$ cat config.mk
export PLATFORM = sky130hd
export DESIGN_NAME = move_to_front_encoder_top
export DESIGN_NICKNAME = d
export VERILOG_FILES = /design/src/design/mtf_pkg.sv /design/src/design/mtf_ctrl.sv /design/src/design/mtf_datapath.sv /design/src/design/move_to_front_encoder_top.sv
export SDC_FILE = /design/constraint.sdc
export NUM_CORES = 1
export LEC_CHECK = 0
export BUFFER_PORTS_ARGS = -buffer_cell sky130_fd_sc_hd__buf_2
export CAP_MARGIN = 25
export CORE_ASPECT_RATIO = 1.25
export CORE_UTILIZATION = 25
export CTS_CLUSTER_SIZE = 12
export DETAILED_ROUTE_END_ITERATION = 10
export PLACE_DENSITY_LB_ADDON = 0.08
export SLEW_MARGIN = 10
export SYNTH_ARGS = -nofsm -noshare
export SYNTH_HDL_FRONTEND = slang
export SYNTH_SLANG_ARGS = --single-unit
$ cat constraint.sdc
create_clock -name clk -period 8.8 [get_ports clk]
set_input_delay 0.44 -clock clk [delete_from_list [all_inputs] [get_ports clk]]
set_output_delay 0.44 -clock clk [all_outputs]
set_load 0.02 [all_outputs]
$ cat src/design/mtf_pkg.sv
// shared types and constants of the move-to-front encoder
package mtf_pkg;

    localparam int SYMBOL_W   = 5;
    localparam int POSITION_W = 6;

    // controller to datapath
    typedef struct packed {
        logic start;     // capture request, read list head
        logic step;      // consume one list entry of the scan
        logic load_out;  // move result into output register
    } mtf_cmd_t;

    // datapath to controller
    typedef struct packed {
        logic hit;       // current entry holds the requested symbol
        logic last;      // current entry is the tail of the list
        logic bad;       // symbol outside the alphabet
        logic out_full;  // output register still holds a result
    } mtf_status_t;

endpackage

$ cat src/design/mtf_ctrl.sv
// control state machine of the move-to-front encoder
module mtf_ctrl (
    input  logic                 clk,
    input  logic                 rst_n,
    input  logic                 in_valid,
    output logic                 in_ready,
    input  logic                 out_ready,
    input  mtf_pkg::mtf_status_t status,
    output mtf_pkg::mtf_cmd_t    cmd
);
    import mtf_pkg::*;

    typedef enum logic [1:0] {
        IDLE,
        SCAN,
        DONE
    } state_t;

    state_t state_reg;
    state_t state_next;
    logic   in_ready_reg;
    logic   in_ready_next;

    always_comb
    begin
        state_next    = state_reg;
        cmd           = '0;
        case (state_reg)
            IDLE:
            begin
                if (in_valid && in_ready_reg)
                begin
                    cmd.start  = 1'b1;
                    state_next = SCAN;
                end
            end
            SCAN:
            begin
                if (status.bad)
                begin
                    state_next = DONE;
                end
                else
                begin
                    cmd.step = 1'b1;
                    if (status.hit || status.last)
                    begin
                        state_next = DONE;
                    end
                end
            end
            DONE:
            begin
                // wait for a free output slot
                if (!status.out_full || out_ready)
                begin
                    cmd.load_out = 1'b1;
                    state_next   = IDLE;
                end
            end
            default:
            begin
                state_next = IDLE;
            end
        endcase
        in_ready_next = (state_next == IDLE);
    end

    always_ff @(posedge clk or negedge rst_n)
    begin
        if (!rst_n)
        begin
            state_reg    <= IDLE;
            in_ready_reg <= 1'b1;
        end
        else
        begin
            state_reg    <= state_next;
            in_ready_reg <= in_ready_next;
        end
    end

    assign in_ready = in_ready_reg;

endmodule

$ cat src/design/mtf_datapath.sv
// symbol list memory, scan registers and output register
module mtf_datapath #(
    parameter int ALPHABET_SIZE = 32
) (
    input  logic                             clk,
    input  logic                             rst_n,
    input  logic [mtf_pkg::SYMBOL_W-1:0]     symbol,
    input  logic                             out_ready,
    output logic                             out_valid,
    output logic [mtf_pkg::POSITION_W-1:0]   position,
    input  mtf_pkg::mtf_cmd_t                cmd,
    output mtf_pkg::mtf_status_t             status
);
    import mtf_pkg::*;

    localparam int IDX_W = $clog2(ALPHABET_SIZE);
    localparam logic [IDX_W-1:0] LAST_IDX = IDX_W'(ALPHABET_SIZE - 1);

    logic [IDX_W-1:0]      list_mem [ALPHABET_SIZE];
    logic [ALPHABET_SIZE-1:0] written_reg;

    logic [SYMBOL_W-1:0]   symbol_reg;
    logic [IDX_W-1:0]      carry_reg;
    logic [IDX_W-1:0]      idx_reg;
    logic [IDX_W-1:0]      rd_data_reg;
    logic                  rd_written_reg;
    logic                  out_valid_reg;
    logic [POSITION_W-1:0] position_reg;

    logic [IDX_W-1:0]      cur;
    logic [IDX_W-1:0]      sym_val;
    logic                  sym_bad;
    logic                  advance;
    logic                  rd_en;
    logic [IDX_W-1:0]      rd_addr;
    logic                  wr_en;
    logic [IDX_W:0]        place_plus;

    // an entry never written reads as its own index, through its written flag
    assign cur     = rd_written_reg ? rd_data_reg : idx_reg;
    assign sym_val = IDX_W'(symbol_reg);
    assign sym_bad = (32'(symbol_reg) >= ALPHABET_SIZE);

    assign status.hit      = (cur == sym_val);
    assign status.last     = (idx_reg == LAST_IDX);
    assign status.bad      = sym_bad;
    assign status.out_full = out_valid_reg;

    assign wr_en   = cmd.step && !sym_bad;
    assign advance = wr_en && !status.hit && !status.last;
    assign rd_en   = cmd.start || advance;
    assign rd_addr = cmd.start ? '0 : IDX_W'(idx_reg + 1'b1);

    assign place_plus = {1'b0, idx_reg} + 1'b1;

    always_ff @(posedge clk)
    begin
        if (wr_en)
        begin
            list_mem[idx_reg] <= carry_reg;
        end
        if (rd_en)
        begin
            rd_data_reg <= list_mem[rd_addr];
        end
    end

    always_ff @(posedge clk or negedge rst_n)
    begin
        if (!rst_n)
        begin
            written_reg    <= '0;
            rd_written_reg <= 1'b0;
        end
        else
        begin
            if (wr_en)
            begin
                written_reg[idx_reg] <= 1'b1;
            end
            if (rd_en)
            begin
                rd_written_reg <= written_reg[rd_addr];
            end
        end
    end

    // carry holds the entry that moves back one place
    always_ff @(posedge clk)
    begin
        if (cmd.start)
        begin
            symbol_reg <= symbol;
            carry_reg  <= IDX_W'(symbol);
            idx_reg    <= '0;
        end
        else if (advance)
        begin
            carry_reg <= cur;
            idx_reg   <= IDX_W'(idx_reg + 1'b1);
        end
    end

    always_ff @(posedge clk or negedge rst_n)
    begin
        if (!rst_n)
        begin
            out_valid_reg <= 1'b0;
        end
        else if (cmd.load_out)
        begin
            out_valid_reg <= 1'b1;
        end
        else if (out_ready)
        begin
            out_valid_reg <= 1'b0;
        end
    end

    always_ff @(posedge clk)
    begin
        if (cmd.load_out)
        begin
            position_reg <= sym_bad ? '0 : POSITION_W'(place_plus);
        end
    end

    assign out_valid = out_valid_reg;
    assign position  = position_reg;

endmodule

$ cat src/design/move_to_front_encoder_top.sv
// top level of the move-to-front encoder
//
//  channel   signals                        width  direction
//  request   in_valid, in_ready, symbol     5      in
//  result    out_valid, out_ready, position 6      out
//
// a request is handled in order: the capture of the symbol, a walk of the list
// memory one entry per cycle up to the symbol's place, and the load of the
// output register
// reset sets the list to identity order through per-entry written flags
// a result waiting in the output register does not stop the next request
// from being scanned; only the final load waits for the slot
module move_to_front_encoder_top #(
    parameter int ALPHABET_SIZE = 32
) (
    input  logic                           clk,
    input  logic                           rst_n,
    input  logic                           in_valid,
    output logic                           in_ready,
    input  logic [mtf_pkg::SYMBOL_W-1:0]   symbol,
    output logic                           out_valid,
    input  logic                           out_ready,
    output logic [mtf_pkg::POSITION_W-1:0] position
);
    import mtf_pkg::*;

    mtf_cmd_t    cmd;
    mtf_status_t status;

    mtf_ctrl u_ctrl (
        .clk       (clk),
        .rst_n     (rst_n),
        .in_valid  (in_valid),
        .in_ready  (in_ready),
        .out_ready (out_ready),
        .status    (status),
        .cmd       (cmd)
    );

    mtf_datapath #(
        .ALPHABET_SIZE (ALPHABET_SIZE)
    ) u_datapath (
        .clk       (clk),
        .rst_n     (rst_n),
        .symbol    (symbol),
        .out_ready (out_ready),
        .out_valid (out_valid),
        .position  (position),
        .cmd       (cmd),
        .status    (status)
    );

endmodule
==> metrics.md, run 1 <==
| Metric | Value |
|---|---|
| Yosys top cell by area | `edfxtp_1` |
| DRC | `0` |
| Total Routing Usage GR | `between 10 and 15%` |
| Largest net degree at the start of global routing | `74` |
| Longest Clk Path Bufs | `3` |
| Hold EP | `u_datapath.sym_val[1]$_DFFE_PP_` |
| Startpoint Class | `flop` |
| Vias after detailed routing | `5093` |
| Clock group share of total power | `roughly 22%` |
| Sequential fraction of design power | `36.5%` |
| DR pass1 iterations | `4` |
| Post-Syn Area | `9190 um^2` |
| Initial DRC count | `247` |
| Die ar. | `roughly 38000 um^2` |
| Layout Nets | `648` |
| Crit Reg-Reg Endpoint | `u_datapath.rd_data_reg[1]$_DFFE_PP_` |
| Fill cells | `3681` |
| Status | `finished, final reports clean` |
| Syn nets | `628` |
| Max Slew Vio Count | `0` |
| Worst-path cell chain | `buf_4, clkinv_1, ha_4, buf_4, nand2_1, o22ai_1, a2111oi_0, o31a_1, a211o_1` |
| Most used cell, CP | `buf_4` |
| GR Overflow Total | `0` |
| Die width | `174 um` |
| Initial antenna violation count | `1` |
| Port buffer count | `16` |
| FP Rows | `78` |
| Worst-path fanout max | `73` |
| Critical path endpoint category | `flop` |
| Max VDD drop | `between 0.00015 and 0.0002 V` |
| Hold Path Stages | `1` |
| Flops & latches, synth | `223` |
| Min cycle time layout | `4470 ps` |
| Vias in the first global route | `5412` |
| Crit-path max cell delay | `700 ps` |
| Share of flip-flops with an asynchronous set or reset | `between 15 and 20%` |
| PD cells | `415 nW/um^2` |
| CTS tree | `done` |
| Critical Path RT | `slightly above 9000 ps` |
| Antenna diodes | `0` |
| Leakage | `roughly 3.6 nW` |
| Top cells by area, synth | `edfxtp_1 (59%), dfrtp_1 (9.8%), mux4_2 (3.9%)` |
| Synth Warn # | `0` |
| Fin crit share | `between 50% and 60%` |
| CORE AREA | `approximately 36000 um^2` |
| Share of cells above drive strength 1 | `18.3%` |
| Sequential area share after synthesis | `between 70% and 80%` |
| P_int | `0.00266 W` |
| Worst path arrival time | `4730 ps` |
| Ys flop type | `edfxtp_1` |
| CP delay by family, top | `buffers and inverters` |
| Sw power | `0.00171 W` |
| Skew final | `20.4 ps` |
| H-tree levels | `1` |
| Final Setup Violations | `0` |
| I/O pin count | `17` |
| Cell count after synthesis | `614` |
| Max-cap violations | `0` |
| Worst hold start | `symbol[1]` |
| Cts repair resizes | `0` |
| Layout area overhead | `14.6%` |
| Root buf cell | `clkbuf_16` |
| Worst path depth | `9` |
| Slew headroom | `between 30% and 40%` |
| Clock latency on the worst-skew pair | `~530 ps` |
| Die Y | `216 um` |
| Largest register FFs | `160` |
| Worst-Margin Slew | `1020 ps` |
| Clk sinks | `about 220` |
| Hold Path Class | `in2reg` |
| Worst-path clk slew | `60 ps` |
| FF-to-FF path depth | `9` |
| RSZ-0062 raised after global routing | `no` |
| Fin util | `29.0%` |
| Post-DP HPWL | `16100 um` |
| Commonest non-fill, non-tap cells in the layout | `edfxtp_1 (181), nand2_1 (53), nor2_1 (51), dfrtp_1 (36), mux2i_1 (34)` |
| Antenna Nets Post-Route | `0` |
| Crit Path Class | `reg2reg` |
| Drt via density | `4.50` |
| Yosys cell types | `53` |
| Starting Density | `25.3%` |
| Total power | `~0.0044 W` |
| Inserted Clock Buffers | `24` |
| Yosys top cell area share | `between 50% and 60%` |
| Total Wirelength | `25400 um` |
| Number of synthesized flops with an enable pin | `around 180` |
| Commonest non-fill, non-tap cell in the layout | `edfxtp_1` |
| Avg WL per Cell | `about 22 um` |
| Setup TNS Final | `0 ps` |
| Buf+Inv Stages, Crit Path | `3` |
| Crit Reg-Reg Startpoint | `u_datapath.idx_reg[0]$_SDFFE_PP0P_` |
| Mean Syn Cell Area | `15.0 um^2` |
| First-pass GRT wire length | `between 30000 and 40000 um` |
| Fin. Hold Viols | `0` |
| F_max | `0.224 GHz` |
| Placer Congestion | `0.819` |
| Combinational share of power | `41.9%` |
| Setup slack, reg-to-reg | `4330 ps` |
| Slowest-stage cell, CP | `buf_4` |
| Net Sw Frac | `39.1%` |
[cells in the mapped netlist (7+ instances only)]
cell type and count:
buf_2 10, o21ai_0 7, mux4_2 16, nand2b_1 13, nor2b_1 7, nor2_1 51, a21oi_1 23, nand2_1 53
edfxtp_1 181, clkbuf_1 12, o22ai_1 20, xnor2_1 7, mux2i_1 34, a211o_1 10, or2_2 32, dfrtp_1 36
nand3_1 8
[power groups by stage]
stage | combinational, W | sequential, W | clock, W
detailed placement | 0.00189 | 0.00161 | 0
finish | 0.00183 | 0.00159 | 0.000946
global route | 0.00199 | 0.00161 | 0.00101
CTS | 0.00189 | 0.00159 | 0.000978
global placement | 0.00186 | 0.00161 | 0
floorplan | 0.00121 | 0.00162 | 0
[cell families (layout without fill, tap and decap cells)]
family | count (synthesis) | after routing | synth area share (%)
XOR/XNOR | 8 | 8 | 0.967
adder cells (fa/ha/maj) | 5 | 5 | 0.681
flip-flops | 223 | 223 | 70.3
AO/OA/AOI/OAI | 98 | 98 | 7.51
AND/OR/NAND/NOR | 188 | 188 | 10.1
multiplexers | 55 | 55 | 8.24
buffers and inverters | 37 | 75 | 2.22
[how the worst max path moves through the flow]
stage | startpoint | to
floorplan | u_datapath.idx_reg[0]$_SDFFE_PP0P_ | u_datapath.rd_data_reg[0]$_DFFE_PP_
global placement | u_datapath.idx_reg[0]$_SDFFE_PP0P_ | u_datapath.rd_data_reg[3]$_DFFE_PP_
detailed placement | u_datapath.idx_reg[0]$_SDFFE_PP0P_ | u_datapath.rd_data_reg[1]$_DFFE_PP_
CTS | u_datapath.idx_reg[0]$_SDFFE_PP0P_ | u_datapath.rd_data_reg[1]$_DFFE_PP_
global route | u_datapath.idx_reg[0]$_SDFFE_PP0P_ | u_datapath.rd_data_reg[1]$_DFFE_PP_
finish | u_datapath.idx_reg[0]$_SDFFE_PP0P_ | u_datapath.rd_data_reg[1]$_DFFE_PP_
[timing repair]
item | in CTS | in global routing
hold buffers | 1 | 0
setup buffers | 0 | 0
hold endpoints to repair | 13 | 0
[cell type report]
class | instances | area [um^2] | area share [%]
inverters | 5 | 26.3 | 0.250
well taps | 480 | 601 | 5.70
multi-input cells | 354 | 2540 | 24.1
clock buffers | 36 | 697 | 6.62
repair buffers | 26 | 170 | 1.62
flip-flops and latches | 223 | 6460 | 61.4
clock inverters | 8 | 33.8 | 0.321
[through the flow]
step | worst slack [ps] | instance area [um^2] | cells | hold WS (ps)
2_1_floorplan | 6050 | 9190 | 614 | 144
3_3_place_gp | 4540 | 9770 | 1086 | 451
3_5_place_dp | 4360 | 9790 | 1087 | 437
4_1_cts | 4340 | 10500 | 1132 | 75.8
5_1_grt | 3980 | 10500 | 1132 | 80.4
6_report | 4330 | 10500 | 1132 | 104
[per-layer routing]
layer	vias to the layer above	track usage, %	routed length [um]
met5	-	0	0
met2	114	24.6	13100
met1	2581	16.6	10500
li1	2369	-	-
met4	0	5.22	727
met3	29	2.04	1060
No activity file was read; power rests on OpenSTA's default activity.
==> run 2: changes to the inputs <==
- clock period: 8.8 -> 4.6 ns (I/O delays scaled with it)
==> metrics.md, run 2 (synthesis gave the netlist of run 1 again) <==
| Metric | Value |
|---|---|
| Worst path arrival time | `about 3700 ps` |
| Hold Path Stages | `3` |
| Die width | `between 150 and 200 um` |
| Sequential fraction of design power | `between 30% and 40%` |
| Crit Path Class | `reg2reg` |
| Commonest non-fill, non-tap cell in the layout | `edfxtp_1` |
| Worst-Margin Slew | `865 ps` |
| DR pass1 iterations | `4` |
| Slew headroom | `a little over two fifths` |
| Startpoint Class | `flop` |
| CORE AREA | `36300 um^2` |
| Total Wirelength | `26000 um` |
| Largest register FFs | `160` |
| Combinational share of power | `between 40% and 50%` |
| Share of cells above drive strength 1 | `18.9%` |
| Critical path origin | `u_datapath.idx_reg[0]$_SDFFE_PP0P_` |
| Fin crit share | `74.5%` |
| DRC | `0` |
| Buf+Inv Stages, Crit Path | `2` |
| Critical path endpoint category | `flop` |
| FF-to-FF path depth | `9` |
| Crit Reg-Reg Endpoint | `u_datapath.rd_data_reg[2]$_DFFE_PP_` |
| Final Setup Violations | `0` |
| Worst-path fanout max | `40` |
| GR Overflow Total | `0` |
| Slowest-stage cell, CP | `ha_4` |
| Max Slew Vio Count | `0` |
| Cts repair resizes | `0` |
| Hold EP | `u_datapath.out_valid$_DFFE_PN0P_` |
| Min cycle time layout | `3430 ps` |
| Setup slack, reg-to-reg | `1170 ps` |
| Vias in the first global route | `5566` |
| H-tree levels | `1` |
| Clock latency on the worst-skew pair | `~530 ps` |
| PD cells | `802 nW/um^2` |
| Die ar. | `37500 um^2` |
| Clock group share of total power | `between 20 and 25%` |
| Setup TNS Final | `0 ps` |
| Total power | `0.00854 W` |
| Total Routing Usage GR | `14.2%` |
| Initial DRC count | `around 260` |
| Post-DP HPWL | `16700 um` |
| Status | `finished, final reports clean` |
| F_max | `0.292 GHz` |
| Sw power | `0.00332 W` |
| Worst-path clk slew | `approximately 60 ps` |
| P_int | `approximately 0.0052 W` |
| Largest net degree at the start of global routing | `52` |
| First-pass GRT wire length | `~39000 um` |
| Antenna diodes | `0` |
| Root buf cell | `clkbuf_16` |
| Final non-filler cell total | `between 1000 and 1500` |
| Leakage | `between 3 and 4 nW` |
| Die Y | `216 um` |
| Max-cap violations | `0` |
| Hold slack | `29.1 ps` |
| Hold Path Class | `in2reg` |
| Starting Density | `roughly 25%` |
| Critical Path RT | `4880 ps` |
| Commonest non-fill, non-tap cells in the layout | `edfxtp_1 (181), nand2_1 (53), nor2_1 (51), dfrtp_1 (36), mux2i_1 (34)` |
| Worst-path cell chain | `clkinv_1, ha_4, buf_4, mux2i_1, a21oi_1, nand2_1, a22oi_1, o31a_1, a211o_1` |
| Worst hold start | `out_ready` |
| Placed insts | `1090` |
| Crit-path max cell delay | `about 770 ps` |
| CTS tree | `done` |
| Antenna Nets Post-Route | `0` |
| FP Rows | `78` |
| Avg WL per Cell | `22.7 um` |
| Layout Nets | `658` |
| RSZ-0062 raised after global routing | `no` |
| Fin util | `between 20% and 30%` |
| Longest Clk Path Bufs | `3` |
| Net Sw Frac | `38.8%` |
| Fin. Hold Viols | `0` |
| Vias after detailed routing | `5153` |
| CP delay by family, top | `buffers and inverters` |
| Fill cells | `3692` |
| Placer Congestion | `0.787` |
| Clk sinks | `roughly 220` |
| Skew final | `11.5 ps` |
| Crit Reg-Reg Startpoint | `u_datapath.idx_reg[0]$_SDFFE_PP0P_` |
| Max VDD drop | `0.000273 V` |
| Drt via density | `4.51` |
| I/O pin count | `17` |
| Layout area overhead | `16.0%` |
| Port buffer count | `16` |
| Initial antenna violation count | `0` |
| Inserted Clock Buffers | `25` |
## run 2: worst max path at each step
| stage | endpoint | cells after the start | slack, ps |
|---|---|---|---|
| after global placement | u_datapath.rd_data_reg[3]$_DFFE_PP_ | 8 | 760 |
| after detailed placement | u_datapath.rd_data_reg[3]$_DFFE_PP_ | 8 | 790 |
| after CTS | u_datapath.rd_data_reg[3]$_DFFE_PP_ | 8 | 770 |
| after global routing | u_datapath.rd_data_reg[4]$_DFFE_PP_ | 9 | 950 |
| final | u_datapath.rd_data_reg[2]$_DFFE_PP_ | 9 | 1170 |
| after floorplan | u_datapath.rd_data_reg[0]$_DFFE_PP_ | 8 | 1850 |
## run 2: stage by stage
stage	area (um^2)	setup WS (ps)
finish	10700	1170
CTS	10600	768
global route	10700	954
floorplan	9190	1850
detailed placement	9790	786
global placement	9780	758
## run 2: cell type report
type | count | area, um^2 | area share (%)
timing repair buffer | 35 | 250 | 2.35
multi-input combinational | 354 | 2540 | 23.8
inverter | 5 | 26.3 | 0.247
clock buffer | 38 | 714 | 6.70
tap | 480 | 601 | 5.64
sequential | 223 | 6460 | 60.6
clock inverter | 7 | 65.1 | 0.610
## run 2: power groups by stage
stage                     Clock (W)  Sequential (W)  Combinational, W
final                       0.00192         0.00311           0.00351
after global routing        0.00205         0.00316           0.00383
after CTS                   0.00198         0.00312           0.00356
after detailed placement          0         0.00315           0.00356
after global placement            0         0.00315           0.00354
after floorplan                   0         0.00310           0.00231
## run 2: what timing repair did
action,4_1_cts,5_1_grt
hold buffers,6,0
endpoints found under the hold margin,13,0
buffers inserted,0,0
## run 2: routing by layer
layer	vias to the layer above	track usage, %	share of wire [%]
li1	2396	-	-
met1	2651	17.9	44
met3	23	2.46	3.8
met2	83	24.9	50
met4	0	4.10	1.9
met5	-	0	0
## run 2: worst register-to-register path, cell delays in order, from the launching register on
cell	delay, ps
dfxtp_2	320
clkinv_1	310
ha_4	770
buf_4	570
mux2i_1	290
a21oi_1	90
nand2_1	100
a22oi_1	120
o31a_1	310
a211o_1	290
